===== src/hdl/wsrx_pkg.sv =====
package wsrx_pkg;

   localparam int LenWidth = 63;

   localparam logic [6:0] LEN_CODE_16 = 7'd126;
   localparam logic [6:0] LEN_CODE_64 = 7'd127;

   // Error codes reported on the result channel.
   localparam logic [1:0] ERR_NONE         = 2'd0;
   localparam logic [1:0] ERR_CTRL_EXT_LEN = 2'd1;
   localparam logic [1:0] ERR_LEN_TOP_BIT  = 2'd2;

   typedef enum logic [6:0] {
      ST_HDR1    = 7'b0000001,
      ST_LEN     = 7'b0000010,
      ST_L16A    = 7'b0000100,
      ST_L16B    = 7'b0001000,
      ST_L64     = 7'b0010000,
      ST_KEY     = 7'b0100000,
      ST_PAYLOAD = 7'b1000000
   } parse_state_type;

   typedef struct packed {
      logic [7:0] payload_byte;
      logic       data_valid;
      logic       frame_done;
      logic [1:0] error_code;
      logic [3:0] frame_opcode;
      logic       fin_flag;
      logic [2:0] reserved_bits;
   } rsp_word_type;

   typedef struct packed {
      logic         valid;
      rsp_word_type word;
   } rsp_push_type;

endpackage


===== src/hdl/wsrx_ifs.sv =====
interface wsrx_req_if;
   logic       valid;
   logic       ready;
   logic [7:0] rx_byte;

   modport source (output valid, output rx_byte, input ready);
   modport sink (input valid, input rx_byte, output ready);
endinterface

interface wsrx_rsp_if;
   logic       valid;
   logic       ready;
   logic [7:0] payload_byte;
   logic       data_valid;
   logic       frame_done;
   logic [1:0] error_code;
   logic [3:0] frame_opcode;
   logic       fin_flag;
   logic [2:0] reserved_bits;

   modport source (output valid, output payload_byte, output data_valid, output frame_done,
                   output error_code, output frame_opcode, output fin_flag,
                   output reserved_bits, input ready);
   modport sink (input valid, input payload_byte, input data_valid, input frame_done,
                 input error_code, input frame_opcode, input fin_flag,
                 input reserved_bits, output ready);
endinterface


===== src/hdl/wsrx_rsp_buf.sv =====
module wsrx_rsp_buf
   import wsrx_pkg::*;
(
   input  logic         clock,
   input  logic         reset,
   input  rsp_push_type push,
   output logic         push_ready,
   output logic         out_valid,
   output rsp_word_type out_word,
   input  logic         out_ready
);

   logic         main_valid_ff, main_valid_in;
   logic         skid_valid_ff, skid_valid_in;
   rsp_word_type main_ff, main_in;
   rsp_word_type skid_ff, skid_in;
   logic         pop;

   // The skid entry is only filled when the main entry is stalled, so a push is
   // possible whenever the skid entry is empty.
   assign push_ready = !skid_valid_ff;
   assign out_valid  = main_valid_ff;
   assign out_word   = main_ff;
   assign pop        = main_valid_ff && out_ready;

   always_comb begin
      main_valid_in = main_valid_ff;
      skid_valid_in = skid_valid_ff;
      main_in       = main_ff;
      skid_in       = skid_ff;
      if (pop) begin
         if (skid_valid_ff) begin
            main_in       = skid_ff;
            skid_valid_in = 1'b0;
         end else begin
            main_valid_in = push.valid;
            main_in       = push.word;
         end
      end else if (push.valid) begin
         if (!main_valid_ff) begin
            main_valid_in = 1'b1;
            main_in       = push.word;
         end else begin
            skid_valid_in = 1'b1;
            skid_in       = push.word;
         end
      end
   end

   always_ff @(posedge clock) begin
      if (reset) begin
         main_valid_ff <= 1'b0;
         skid_valid_ff <= 1'b0;
      end else begin
         main_valid_ff <= main_valid_in;
         skid_valid_ff <= skid_valid_in;
      end
      main_ff <= main_in;
      skid_ff <= skid_in;
   end

endmodule


===== src/hdl/websocket_frame_rx_parser.sv =====
// Channel   Interface     Direction  Contents
// req_ch    wsrx_req_if   in         one received frame byte per word
// rsp_ch    wsrx_rsp_if   out        unmasked payload byte, frame end, error, header fields
//
// One received byte is parsed per clock while the output buffer has room; the state
// update is done in the cycle a byte is accepted and any result word is registered.
// Header bytes that do not end a frame produce no result word.
// A two-entry output buffer keeps req_ch.ready high while one result waits; input
// stalls only when both entries are full.
// Synchronous active-high reset returns the parser to waiting for a first header byte.
module websocket_frame_rx_parser
   import wsrx_pkg::*;
(
   input  logic       clock,
   input  logic       reset,
   wsrx_req_if.sink   req_ch,
   wsrx_rsp_if.source rsp_ch
);

   parse_state_type      state_ff, state_in;
   logic [LenWidth-1:0]  rem_len_ff, rem_len_in;
   logic [31:0]          mask_key_ff, mask_key_in;
   logic [1:0]           mask_pos_ff, mask_pos_in;
   logic [2:0]           len_cnt_ff, len_cnt_in;
   logic [1:0]           key_cnt_ff, key_cnt_in;
   logic                 masked_ff, masked_in;
   logic [3:0]           opcode_ff, opcode_in;
   logic                 fin_ff, fin_in;
   logic [2:0]           rsv_ff, rsv_in;

   logic                 accept;
   logic [7:0]           c;
   logic [LenWidth-1:0]  len_shift;
   logic [LenWidth-1:0]  len_dec;
   rsp_push_type         push;
   logic                 push_ready;
   rsp_word_type         out_word;

   assign c         = req_ch.rx_byte;
   assign accept    = req_ch.valid && push_ready;
   assign len_shift = {rem_len_ff[LenWidth-9:0], c};
   assign len_dec   = rem_len_ff - {{(LenWidth-1){1'b0}}, 1'b1};

   always_comb begin
      state_in    = state_ff;
      rem_len_in  = rem_len_ff;
      mask_key_in = mask_key_ff;
      mask_pos_in = mask_pos_ff;
      len_cnt_in  = len_cnt_ff;
      key_cnt_in  = key_cnt_ff;
      masked_in   = masked_ff;
      opcode_in   = opcode_ff;
      fin_in      = fin_ff;
      rsv_in      = rsv_ff;

      push.valid              = 1'b0;
      push.word.payload_byte  = 8'd0;
      push.word.data_valid    = 1'b0;
      push.word.frame_done    = 1'b0;
      push.word.error_code    = ERR_NONE;
      push.word.frame_opcode  = opcode_ff;
      push.word.fin_flag      = fin_ff;
      push.word.reserved_bits = rsv_ff;

      if (accept) begin
         unique case (state_ff)
            ST_HDR1: begin
               opcode_in = c[3:0];
               rsv_in    = c[6:4];
               fin_in    = c[7];
               state_in  = ST_LEN;
            end
            ST_LEN: begin
               masked_in = c[7];
               if (c[6:0] == LEN_CODE_16 || c[6:0] == LEN_CODE_64) begin
                  if (opcode_ff[3]) begin
                     state_in             = ST_HDR1;
                     push.valid           = 1'b1;
                     push.word.error_code = ERR_CTRL_EXT_LEN;
                  end else begin
                     rem_len_in = '0;
                     len_cnt_in = 3'd0;
                     state_in   = (c[6:0] == LEN_CODE_16) ? ST_L16A : ST_L64;
                  end
               end else begin
                  rem_len_in = {{(LenWidth-7){1'b0}}, c[6:0]};
                  if (c[7]) begin
                     key_cnt_in = 2'd0;
                     state_in   = ST_KEY;
                  end else if (c[6:0] == 7'd0) begin
                     state_in             = ST_HDR1;
                     push.valid           = 1'b1;
                     push.word.frame_done = 1'b1;
                  end else begin
                     state_in = ST_PAYLOAD;
                  end
               end
            end
            ST_L16A: begin
               rem_len_in = {{(LenWidth-16){1'b0}}, c, 8'd0};
               state_in   = ST_L16B;
            end
            ST_L16B: begin
               rem_len_in = {rem_len_ff[LenWidth-1:8], c};
               if (masked_ff) begin
                  key_cnt_in = 2'd0;
                  state_in   = ST_KEY;
               end else if (rem_len_ff[15:8] == 8'd0 && c == 8'd0) begin
                  state_in             = ST_HDR1;
                  push.valid           = 1'b1;
                  push.word.frame_done = 1'b1;
               end else begin
                  state_in = ST_PAYLOAD;
               end
            end
            ST_L64: begin
               if (len_cnt_ff == 3'd0 && c[7]) begin
                  state_in             = ST_HDR1;
                  push.valid           = 1'b1;
                  push.word.error_code = ERR_LEN_TOP_BIT;
               end else begin
                  rem_len_in = len_shift;
                  len_cnt_in = len_cnt_ff + 3'd1;
                  if (len_cnt_ff == 3'd7) begin
                     if (masked_ff) begin
                        key_cnt_in = 2'd0;
                        state_in   = ST_KEY;
                     end else if (len_shift == '0) begin
                        state_in             = ST_HDR1;
                        push.valid           = 1'b1;
                        push.word.frame_done = 1'b1;
                     end else begin
                        state_in = ST_PAYLOAD;
                     end
                  end
               end
            end
            ST_KEY: begin
               // Key bytes are stored in arrival order, first byte lowest.
               mask_key_in[key_cnt_ff*8 +: 8] = c;
               key_cnt_in = key_cnt_ff + 2'd1;
               if (key_cnt_ff == 2'd3) begin
                  mask_pos_in = 2'd0;
                  if (rem_len_ff == '0) begin
                     state_in             = ST_HDR1;
                     push.valid           = 1'b1;
                     push.word.frame_done = 1'b1;
                  end else begin
                     state_in = ST_PAYLOAD;
                  end
               end
            end
            ST_PAYLOAD: begin
               push.valid           = 1'b1;
               push.word.data_valid = 1'b1;
               if (masked_ff) begin
                  push.word.payload_byte = c ^ mask_key_ff[mask_pos_ff*8 +: 8];
                  mask_pos_in            = mask_pos_ff + 2'd1;
               end else begin
                  push.word.payload_byte = c;
               end
               rem_len_in = len_dec;
               if (len_dec == '0) begin
                  state_in             = ST_HDR1;
                  push.word.frame_done = 1'b1;
               end
            end
            default: begin
               state_in = ST_HDR1;
            end
         endcase
      end
   end

   always_ff @(posedge clock) begin
      if (reset) begin
         state_ff    <= ST_HDR1;
         rem_len_ff  <= '0;
         mask_key_ff <= '0;
         mask_pos_ff <= 2'd0;
         len_cnt_ff  <= 3'd0;
         key_cnt_ff  <= 2'd0;
         masked_ff   <= 1'b0;
         opcode_ff   <= 4'd0;
         fin_ff      <= 1'b0;
         rsv_ff      <= 3'd0;
      end else begin
         state_ff    <= state_in;
         rem_len_ff  <= rem_len_in;
         mask_key_ff <= mask_key_in;
         mask_pos_ff <= mask_pos_in;
         len_cnt_ff  <= len_cnt_in;
         key_cnt_ff  <= key_cnt_in;
         masked_ff   <= masked_in;
         opcode_ff   <= opcode_in;
         fin_ff      <= fin_in;
         rsv_ff      <= rsv_in;
      end
   end

   wsrx_rsp_buf u_rsp_buf (
      .clock      (clock),
      .reset      (reset),
      .push       (push),
      .push_ready (push_ready),
      .out_valid  (rsp_ch.valid),
      .out_word   (out_word),
      .out_ready  (rsp_ch.ready)
   );

   assign req_ch.ready         = push_ready;
   assign rsp_ch.payload_byte  = out_word.payload_byte;
   assign rsp_ch.data_valid    = out_word.data_valid;
   assign rsp_ch.frame_done    = out_word.frame_done;
   assign rsp_ch.error_code    = out_word.error_code;
   assign rsp_ch.frame_opcode  = out_word.frame_opcode;
   assign rsp_ch.fin_flag      = out_word.fin_flag;
   assign rsp_ch.reserved_bits = out_word.reserved_bits;

endmodule


===== src/flat_wrapper.sv =====
// flat-port wrapper written by rule: the top's interface ports become plain ports
module websocket_frame_rx_parser_flat import wsrx_pkg::*;
  (clock, reset, req_ch_valid, req_ch_rx_byte, req_ch_ready, rsp_ch_valid, rsp_ch_payload_byte, rsp_ch_data_valid, rsp_ch_frame_done, rsp_ch_error_code, rsp_ch_frame_opcode, rsp_ch_fin_flag, rsp_ch_reserved_bits, rsp_ch_ready);
  wsrx_req_if req_ch_i ();
  wsrx_rsp_if rsp_ch_i ();
  input  logic clock;
  input  logic reset;
  input wire logic [$bits(req_ch_i.valid)-1:0] req_ch_valid;
  input wire logic [$bits(req_ch_i.rx_byte)-1:0] req_ch_rx_byte;
  output wire logic [$bits(req_ch_i.ready)-1:0] req_ch_ready;
  output wire logic [$bits(rsp_ch_i.valid)-1:0] rsp_ch_valid;
  output wire logic [$bits(rsp_ch_i.payload_byte)-1:0] rsp_ch_payload_byte;
  output wire logic [$bits(rsp_ch_i.data_valid)-1:0] rsp_ch_data_valid;
  output wire logic [$bits(rsp_ch_i.frame_done)-1:0] rsp_ch_frame_done;
  output wire logic [$bits(rsp_ch_i.error_code)-1:0] rsp_ch_error_code;
  output wire logic [$bits(rsp_ch_i.frame_opcode)-1:0] rsp_ch_frame_opcode;
  output wire logic [$bits(rsp_ch_i.fin_flag)-1:0] rsp_ch_fin_flag;
  output wire logic [$bits(rsp_ch_i.reserved_bits)-1:0] rsp_ch_reserved_bits;
  input wire logic [$bits(rsp_ch_i.ready)-1:0] rsp_ch_ready;
  assign req_ch_i.valid = req_ch_valid;
  assign req_ch_i.rx_byte = req_ch_rx_byte;
  assign req_ch_ready = req_ch_i.ready;
  assign rsp_ch_valid = rsp_ch_i.valid;
  assign rsp_ch_payload_byte = rsp_ch_i.payload_byte;
  assign rsp_ch_data_valid = rsp_ch_i.data_valid;
  assign rsp_ch_frame_done = rsp_ch_i.frame_done;
  assign rsp_ch_error_code = rsp_ch_i.error_code;
  assign rsp_ch_frame_opcode = rsp_ch_i.frame_opcode;
  assign rsp_ch_fin_flag = rsp_ch_i.fin_flag;
  assign rsp_ch_reserved_bits = rsp_ch_i.reserved_bits;
  assign rsp_ch_i.ready = rsp_ch_ready;
  websocket_frame_rx_parser u_core (.clock(clock), .reset(reset), .req_ch(req_ch_i), .rsp_ch(rsp_ch_i));
endmodule

===== config.mk =====
export PLATFORM = sky130hd
export DESIGN_NAME = websocket_frame_rx_parser_flat
export DESIGN_NICKNAME = d
export VERILOG_FILES = /design/src/hdl/wsrx_pkg.sv /design/src/hdl/wsrx_ifs.sv /design/src/hdl/wsrx_rsp_buf.sv /design/src/hdl/websocket_frame_rx_parser.sv /design/src/flat_wrapper.sv
export SDC_FILE = /design/constraint.sdc
export NUM_CORES = 1
export LEC_CHECK = 0
export BUFFER_PORTS_ARGS = -buffer_cell sky130_fd_sc_hd__buf_2
export CAP_MARGIN = 40
export CORE_MARGIN = 10
export CORE_UTILIZATION = 50
export CTS_BUF_LIST = sky130_fd_sc_hd__clkbuf_4
export CTS_CLUSTER_SIZE = 14
export DETAILED_ROUTE_END_ITERATION = 8
export GPL_TIMING_DRIVEN = 0
export HOLD_SLACK_MARGIN = 0.15
export PLACE_DENSITY = 0.76
export REMOVE_ABC_BUFFERS = 1
export SYNTH_ARGS = -nofsm -noshare
export SYNTH_HDL_FRONTEND = slang
export SYNTH_SLANG_ARGS = --single-unit

===== constraint.sdc =====
create_clock -name clock -period 5.1 [get_ports clock]
set_clock_uncertainty 0.1 [all_clocks]
set_input_delay 0.765 -clock clock [delete_from_list [all_inputs] [get_ports clock]]
set_output_delay 0.765 -clock clock [all_outputs]
set_load 0.005 [all_outputs]

# Word-level counts from Yosys, hierarchy flattened

Index checks and enable logic that the tools add are counted.

Add/subtract/negate cells: 5
Multiply operators: 0
Divide/modulo/power cells: 0
$lt $le $gt $ge: 0
Eq/ne operators: 24
Shift-type cells: 3
Muxes and demuxes: 64
Bitwise gates (word level): 3
Reduce and logical (&&, ||, !) cells: 33

Operator list:

| cell                      | number |
|---|---|
| $pmux W63 S5              | 1 |
| $logic_not A63 Y1         | 3 |
| $mux W63                  | 3 |
| $mux W7                   | 13 |
| $mux W20                  | 4 |
| $sub A63 B1 Y63 const B   | 1 |
| $pmux W7 S7               | 1 |
| $neg A5 Y34               | 1 |
| $shift A8 B34 Y32 const A | 1 |
| $shiftx A8 B34 Y32        | 1 |
| $bwmux W32                | 1 |
| $shiftx A32 B6 Y8         | 1 |
| $eq A7 B7 Y1 const B      | 3 |
| $mux W1                   | 20 |
| $logic_not A8 Y1          | 2 |
| $mux W2                   | 8 |
| $mux W13                  | 1 |
| $ne A2 B1 Y1 const B      | 6 |
| $reduce_and A2 Y1         | 6 |
| $reduce_and A4 Y1         | 3 |
| $ne A2 B2 Y1 const B      | 5 |
| $pmux W1 S5               | 2 |
| $reduce_and A5 Y1         | 2 |
| $mux W3                   | 3 |
| 31 further kinds          | 40 |

Register bits: 160
Bits in latches: 0
RAM bits: 0
Bits in read-only memories: 0
Bits of input ports: 12
Output and inout bits: 22
Memories kept: 0

# Depth between registers and ports, before layout

Gate-level depths: netlist of the first run.

Depth after elaboration: 10
Mapped depth: 13
Mapped depth without buffers: 11

# By module

A second synthesis of the first run with hierarchy kept.

Cells, all modules: 1108
Area, all modules: 9293.9 um^2

By module, submodules not included:

| module                    | instances | cells each | area an instance (um^2) |
|---|---|---|---|
| websocket_frame_rx_parser | 1         | 1035       | 7673.6 |
| wsrx_rsp_buf              | 1         | 73         | 1620.3 |

# Worst setup path before layout of the first run

Ideal clock, no wire load.

Path kind: reg2reg
Start: reg u_core.rem_len_ff[28]
End: reg u_core.u_rsp_buf.main_ff, in the netlist u_core.u_rsp_buf.out_word[0], enable pin
Setup time: 425 ps
Arrival: 4037 ps
Required time: 4575 ps
Path slack: 538 ps
Cell stages (with the launch flop): 9
Path buffers: 1
Clock period less this slack: 4562 ps
Path through: dfxtp_1 > buf_2 > nor4_1 > nand4_1 > or3_1 > or4_1 > o211ai_1 > o21ai_0 > o21ai_0

Cells in the longest elaborated chain, start to end: 9
Elaborated cells on any way between the ends: 12

RTL lines:

| what                                    | RTL line                         | source |
|---|---|---|
| from (decl)                             | websocket_frame_rx_parser.sv:21  | `logic [LenWidth-1:0] rem_len_ff, rem_len_in;` |
| from (signal assigned)                  | websocket_frame_rx_parser.sv:189 | `rem_len_ff <= rem_len_in;` |
| $logic_not A63 Y1                       | websocket_frame_rx_parser.sv:128 | `end else if (len_shift == '0) begin` |
| $mux W1                                 | websocket_frame_rx_parser.sv:128 |  |
| $mux W1                                 | websocket_frame_rx_parser.sv:125 | `if (masked_ff) begin` |
| $mux W1                                 | websocket_frame_rx_parser.sv:124 | `if (len_cnt_ff == 3'd7) begin` |
| $mux W1                                 | websocket_frame_rx_parser.sv:117 | `if (len_cnt_ff == 3'd0 && c[7]) begin` |
| $pmux W1 S5 (*)                         | websocket_frame_rx_parser.sv:66  | `unique case (state_ff)` |
| $mux W13 (*)                            | websocket_frame_rx_parser.sv:65  | `if (accept) begin` |
| $reduce_bool A2 Y1 (no source line) (*) | n/a                              |  |
| $reduce_and A2 Y1 (no source line) (*)  | n/a                              |  |
| to (signal assigned)                    | wsrx_rsp_buf.sv:58               | `main_ff <= main_in;` |
| to (decl)                               | wsrx_rsp_buf.sv:15               | `rsp_word_type main_ff, main_in;` |

Every way passes the cells marked *; elsewhere a longest branch is shown, timed or not.
A chain may end at the register's enable or synchronous reset.

==> flow_summary.json, run 1 <==
{
  "switching_share_pct": 34.1,
  "start_kind": "flip-flop",
  "nets": 1175,
  "tightest_slew_ps": 916,
  "synth_fa_ha_area_share_pct": 1.61,
  "initial_core_util_pct": 51.3,
  "post-place-ws_ps": 1020,
  "drtPass1Iterations": 6,
  "syn_area_sq_um": 9310,
  "worstPathCellList": "inv_1 -> ha_1 -> nor3b_1 -> buf_2 -> nand2_1 -> or4_4 -> o31a_1 -> a211oi_2 -> nand4_1 -> nor4_2 -> a21oi_1 -> o21ai_1",
  "synth_top_family_by_area": "simple AND/OR/NAND/NOR gates",
  "area_delta_synth_final_pct": 8.17,
  "fin_crit_ps": 4290,
  "synth-simple-area-share_pct": 29.2,
  "clk_pin_slew_ps": 170,
  "cp-end-kind": "flip-flop",
  "grt_pass1_vias": 8156,
  "final_cell_mix": "nor2_1 (172), nand2_1 (131), dfxtp_1 (120), a21oi_1 (100), o21ai_0 (54)",
  "synthXorXnorAreaFrac_pct": 3.39,
  "synth_warnings": 0,
  "grt_pass1_wl_mm": 42.1,
  "nFillCells": 1639,
  "grt.total_usage_pct": 20.7,
  "grt_antenna_before_repair": 1,
  "syn_inst": 1161,
  "synthMuxAreaShare_pct": 3.88,
  "status": "complete, no violations",
  "gr-total-overflow": 0,
  "yosys.area.top_type": "dfxtp_1",
  "initialDrtViolationCount": 1059,
  "critical_path.max_stage_delay_ps": 580,
  "intPower_mw": 1.73,
  "setup_viol_count_final": 0,
  "cap_violations": 0,
  "die_h_um": 156,
  "ys_seq_elements": 160,
  "p_per_area_nw_per_um2": 261,
  "pwr-share-clk_pct": 31.4,
  "cts_setup_buffers": 0,
  "avgViaCountPerCell": 6.41,
  "wl_per_cell_um": 18.2,
  "cp_max_fo": 11,
  "power.switching_uw": 895,
  "synth_cell_types": 69,
  "die-area_sq_um": 24500,
  "synth-compound-area-share_pct": 18.7,
  "htree_levels": 4,
  "grt_max_degree": 82,
  "die_x_um": 156,
  "ctsHoldBuffers": 0,
  "ys_seq_area_share_pct": 38.7,
  "routabilityCongestion": 0.921,
  "clock-sinks": 160,
  "ys_top_cells_by_area": "dfxtp_1 (26%), edfxtp_1 (13%), nor2_1 (7.0%), a21oi_1 (5.4%), nand2_1 (5.3%)",
  "postRouteAntennaNets": 0,
  "io_buffers": 33,
  "ys.flop_type": "dfxtp_1",
  "rows": 49,
  "core_area_sq_um": 18100,
  "rsz0062_at_grt": "false",
  "clockBufferDepth": 2,
  "ios": 34,
  "wl_mm": 25.4,
  "yosysTopAreaCellShare_pct": 25.8,
  "cts_resized": 0,
  "cts-root-buf": "clkbuf_4",
  "fin_ws_ps": 810,
  "required_ps": 5470,
  "synthArstFlopShare_pct": 0,
  "slew_headroom_pct": 38.4,
  "drv_slew": 0,
  "min_period_over_period_pct": 84.1,
  "hold_class": "in -> reg",
  "cts_tree": "done",
  "p_leak_nw": 3.71,
  "hold_viol_final": 0,
  "clock_latency_ps": 610,
  "clock.fmax_ghz": 0.233,
  "layout_commonest_cell": "nor2_1",
  "arrival_ps": 4660,
  "crit_type": "reg -> reg",
  "dp_hpwl_mm": 17.8,
  "synth-edff-count": 40,
  "vias": 8938,
  "p_seq_share_pct": 51.0,
  "layout-drive-gt1-share_pct": 11.8,
  "utilization_pct": 55.5,
  "pwr-share-comb_pct": 17.7,
  "drc": 0,
  "crit_slowest_cell": "or4_4",
  "cts_buffers": 17,
  "avgSynthCellArea_sq_um": 8.02,
  "ir_drop_mv": 0.131
}
[state kept, by name, summed over array words and instances, names as in the netlist]
signal                          cells
u_core.u_rsp_buf.out_word          20
u_core.u_rsp_buf.out_valid          1
u_core.key_cnt_ff                   2
u_core.rem_len_ff                  63
u_core.rsv_ff                       3
u_core.mask_key_ff                 32
u_core.masked_ff                    1
u_core.state_ff                     7
u_core.u_rsp_buf.skid_valid_ff      1
u_core.fin_ff                       1
u_core.u_rsp_buf.skid_ff           20
u_core.len_cnt_ff                   3
u_core.mask_pos_ff                  2
u_core.opcode_ff                    4
[power groups by stage]
| stage | clock (mW) | sequential [mW] | combinational (mW) |
|---|---|---|---|
| after floorplan | 0 | 1.36 | 0.316 |
| after global placement | 0 | 1.36 | 0.430 |
| after detailed placement | 0 | 1.36 | 0.451 |
| after CTS | 0.839 | 1.34 | 0.453 |
| after global routing | 0.887 | 1.34 | 0.510 |
| final | 0.823 | 1.34 | 0.463 |
[critical path: cells and delay by family, from the launching register on]
kind	cells	cell delay (ps)
compound gates	4	950
fa+ha+maj	1	410
buf+inv	2	420
flops	1	430
simple gates	5	1840
[Yosys cell counts (6+ instances only)]
| master | n |
|---|---|
| nor2_1 | 173 |
| nand2_1 | 131 |
| dfxtp_1 | 120 |
| a21oi_1 | 100 |
| clkbuf_1 | 77 |
| o21ai_0 | 55 |
| nor3_1 | 52 |
| nand3_1 | 50 |
| edfxtp_1 | 40 |
| nor4_1 | 31 |
| a22oi_1 | 25 |
| xor2_1 | 21 |
| nand4_1 | 19 |
| a221oi_1 | 16 |
| a211oi_1 | 15 |
| inv_1 | 15 |
| xnor2_1 | 15 |
| or3_1 | 13 |
| ha_1 | 12 |
| nor3b_1 | 12 |
| a21o_1 | 11 |
| o31ai_1 | 11 |
| mux2_2 | 9 |
| mux2i_1 | 8 |
| mux4_2 | 8 |
| or4_1 | 7 |
| nand3b_1 | 6 |
| nand4b_1 | 6 |
| o211ai_1 | 6 |
[metal layers]
metal | track usage [%] | share of wire, % | up-vias
met5 | 0 | 0 | -
met4 | 7.10 | 2.0 | 0
met3 | 3.95 | 9.2 | 53
met2 | 30.9 | 44 | 466
met1 | 29.1 | 45 | 4179
li1 | - | - | 4240
[cell type report]
type	instances	area, sq um	area share (%)
flip-flops and latches	160	3600	35.8
well taps	229	287	2.85
multi-input cells	897	5330	52.9
inverters	15	56.3	0.559
clock inverters	15	191	1.90
repair buffers	60	473	4.70
diodes	1	2.50	0.0249
clock buffers	17	128	1.27
[per-stage QoR]
stage | instance area, sq um | std cells | hold WS, ps | TNS (ps) | total power [mW]
2_1_floorplan | 8950 | 1072 | 323 | -110380 | 1.67
3_3_place_gp | 9400 | 1334 | 335 | -627290 | 1.79
3_5_place_dp | 9750 | 1361 | 345 | 0 | 1.81
4_1_cts | 10100 | 1393 | 276 | 0 | 2.63
5_1_grt | 10100 | 1394 | 287 | 0 | 2.74
6_report | 10100 | 1394 | 307 | 0 | 2.62
[path summary, 6_finish.rpt]
check	start	to	slack, ps	cells after the start
setup / recovery	u_core.rem_len_ff[0]$_SDFFE_PP0P_	u_core.u_rsp_buf.out_word[10]$_DFFE_PP_	810	12
hold / removal	rsp_ch_ready	u_core.u_rsp_buf.skid_valid_ff$_SDFFE_PP0P_	310	2
setup reg to reg	u_core.rem_len_ff[0]$_SDFFE_PP0P_	u_core.u_rsp_buf.out_word[10]$_DFFE_PP_	810	12
hold reg to reg	u_core.mask_key_ff[29]$_SDFFE_PP0P_	u_core.mask_key_ff[29]$_SDFFE_PP0P_	370	2
[logic make-up after synthesis]
kind of cell	Yosys count
DFF	160
AOI/OAI and AO/OA	276
buffers and inverters	104
xor gates and xnor gates	36
and+or+nand+nor	548
adders and majority gates	12
muxes	25
Power figures use the tool's default switching activity.
==> run 2, diff against run 1 <==
- ABC_AREA: default -> 1
- PLACE_DENSITY: 0.76 -> 0.75
- clock period: 5.1 -> 4.2 ns (I/O delays scaled with it)
==> run 2 against run 1 <==
Effect of this change: critical path depth fell by 2; first-iteration DRC count rose by 24%; combinational power rose by 98%; global-route usage rose by 3.1 points.
==> flow_summary.json, run 2 <==
{
  "ys_seq_area_share_pct": 35.9,
  "gr-total-overflow": 0,
  "rows": 51,
  "ys.flop_type": "dfxtp_1",
  "worstPathCellList": "nor2_1 -> nand2_1 -> nor3_4 -> clkinv_2 -> nand3_1 -> nor2_1 -> nand2_1 -> nand3_1 -> nor2_2 -> buf_8",
  "required_ps": 4410,
  "crit_type": "reg -> reg",
  "die_h_um": 162,
  "grt.total_usage_pct": 23.8,
  "clock_latency_ps": 600,
  "hold_viol_final": 0,
  "ir_drop_mv": 0.178,
  "clock.fmax_ghz": 0.263,
  "arrival_ps": 4010,
  "synthTopCellsByCount": "nand2_1 (497), nor2_1 (226), inv_1 (167)",
  "synth-edff-count": 40,
  "final_cell_mix": "nand2_1 (497), nor2_1 (223), inv_1 (166), a21oi_1 (132), dfxtp_1 (120)",
  "crit_slowest_cell": "clkinv_2",
  "layout_commonest_cell": "nand2_1",
  "synth_cell_types": 47,
  "p_total_mw": 3.74,
  "yosysTopAreaCellShare_pct": 23.9,
  "cap_violations": 0,
  "fin_crit_ps": 3800,
  "synth_warnings": 0,
  "crit_family": "simple AND/OR/NAND/NOR gates",
  "clockBufferDepth": 2,
  "cp_max_fo": 43,
  "utilization_pct": 55.9,
  "core_area_sq_um": 19600,
  "p_per_area_nw_per_um2": 341,
  "setup_viol_count_final": 0,
  "start_kind": "flip-flop",
  "initialDrtViolationCount": 1311,
  "tns_ps": 0,
  "cts_resized": 0,
  "worst-path-buf-inv": 2,
  "htree_levels": 4,
  "synth_most_common_cell": "nand2_1",
  "clk_pin_slew_ps": 160,
  "instances_no_fill": 1885,
  "tightest_slew_ps": 890,
  "grt_antenna_before_repair": 1,
  "ios": 34,
  "routabilityCongestion": 0.992,
  "cp-end-kind": "flip-flop",
  "grt_max_degree": 65,
  "wl_mm": 31.6,
  "ff2ff_path_depth": 10,
  "largestRegisters": "u_core.rem_len_ff (63), u_core.mask_key_ff (32)",
  "cp_num_cells": 10,
  "grt_pass1_wl_mm": 50.2,
  "dp_hpwl_mm": 23.4,
  "status": "complete, no violations",
  "grt_pass1_vias": 9488,
  "layout-drive-gt1-share_pct": 7.47,
  "area_delta_synth_final_pct": 9.07,
  "cts_setup_buffers": 0,
  "placedCellCount": 1851,
  "syn_area_sq_um": 10000,
  "fin_ws_ps": 400,
  "die-area_sq_um": 26200,
  "die_x_um": 162,
  "nets": 1630,
  "initial_core_util_pct": 51.3,
  "yosys.area.top_type": "dfxtp_1",
  "hold_class": "in -> reg",
  "io_buffers": 33,
  "avgViaCountPerCell": 5.66,
  "drtPass1Iterations": 6,
  "largest_register": "u_core.rem_len_ff",
  "cts_buffers": 17,
  "drv_slew": 0,
  "hold_path_depth": 4,
  "slew_headroom_pct": 40.6,
  "postRouteAntennaNets": 0,
  "ys_top_cells_by_area": "dfxtp_1 (24%), nand2_1 (19%), edfxtp_1 (12%), nor2_1 (8.4%), a21oi_1 (6.6%)",
  "cts_tree": "done",
  "p_leak_nw": 4.88,
  "synthArstFlopShare_pct": 0,
  "ys_seq_elements": 160,
  "ctsHoldBuffers": 0,
  "largest_register_ffs": 63,
  "rsz0062_at_grt": "false",
  "avgSynthCellArea_sq_um": 6.30,
  "cts-root-buf": "clkbuf_4",
  "vias": 10700,
  "syn_inst": 1596,
  "wl_per_cell_um": 16.7,
  "drc": 0,
  "clock-sinks": 160,
  "critical_path.max_stage_delay_ps": 790,
  "min_period_over_period_pct": 90.5,
  "post-place-ws_ps": 434
}
## run 2: cell types whose count changed in the layout (fill, tap and decap cells not counted), moves of 21 or more
cell	before	now
o21ai_0	54	94
nor2_1	172	223
nor3_1	51	6
a22oi_1	25	4
o22ai_1	0	40
nand3_1	50	85
a21oi_1	100	132
nand2_1	131	497
nor4_1	31	3
inv_1	15	166
## run 2: final timing paths
check	from	endpoint	slack, ps
worst max-delay path	u_core.state_ff[2]$_SDFFE_PP0P_	u_core.u_rsp_buf.skid_ff[19]$_DFFE_PP_	400
worst min register to register	u_core.rsv_ff[0]$_SDFFE_PP0P_	u_core.u_rsp_buf.skid_ff[0]$_DFFE_PP_	350
worst max register to register	u_core.state_ff[2]$_SDFFE_PP0P_	u_core.u_rsp_buf.skid_ff[19]$_DFFE_PP_	400
worst min-delay path	rsp_ch_ready	u_core.u_rsp_buf.out_valid$_SDFFE_PP0P_	230
## run 2: metal layers
layer / vias to the layer above / track usage, % / share of wire, %
met4: 0 / 8.68 / 2.8
met5: - / 0 / 0
met3: 76 / 4.37 / 8.6
li1: 5230 / - / -
met1: 4876 / 32.4 / 44
met2: 479 / 36.7 / 44
## run 2: power breakdown
group	internal, mW	switching [mW]
sequential	1.60	0.0195
clock	0.564	0.641
combinational	0.252	0.664
total	2.42	1.32
## run 2: stage by stage
step / instance area, sq um / hold slack [ps]
after floorplan: 9820 / 308
after global placement: 10300 / 309
after detailed placement: 10600 / 315
after CTS: 11000 / 219
after global routing: 11000 / 222
final: 11000 / 231
## run 2: kinds of logic (layout without fill, tap and decap cells)
kind of cell,Yosys count,after routing,synth area share [%]
buffers and inverters,230,253,8.80
other,0,1,0
xor gates and xnor gates,6,6,0.523
adders and majority gates,12,12,1.49
DFF,160,160,35.9
and+or+nand+nor,883,883,36.8
AOI/OAI and AO/OA,305,305,16.5
## run 2: final cells by class
| class | count | area (sq um) |
|---|---|---|
| fillers | 1961 | 8630 |
| multi-input cells | 1206 | 5580 |
| flip-flops and latches | 160 | 3600 |
| inverters | 176 | 662 |
| repair buffers | 45 | 398 |
| well taps | 265 | 332 |
| clock inverters | 14 | 244 |
| clock buffers | 18 | 135 |
| diodes | 1 | 2.50 |
## run 2: worst min-delay path: cells and delay by family
family	cells	cell delay [ps]
AO/OA/AOI/OAI	1	60
AND/OR/NAND/NOR	2	110
buffers and inverters	1	110
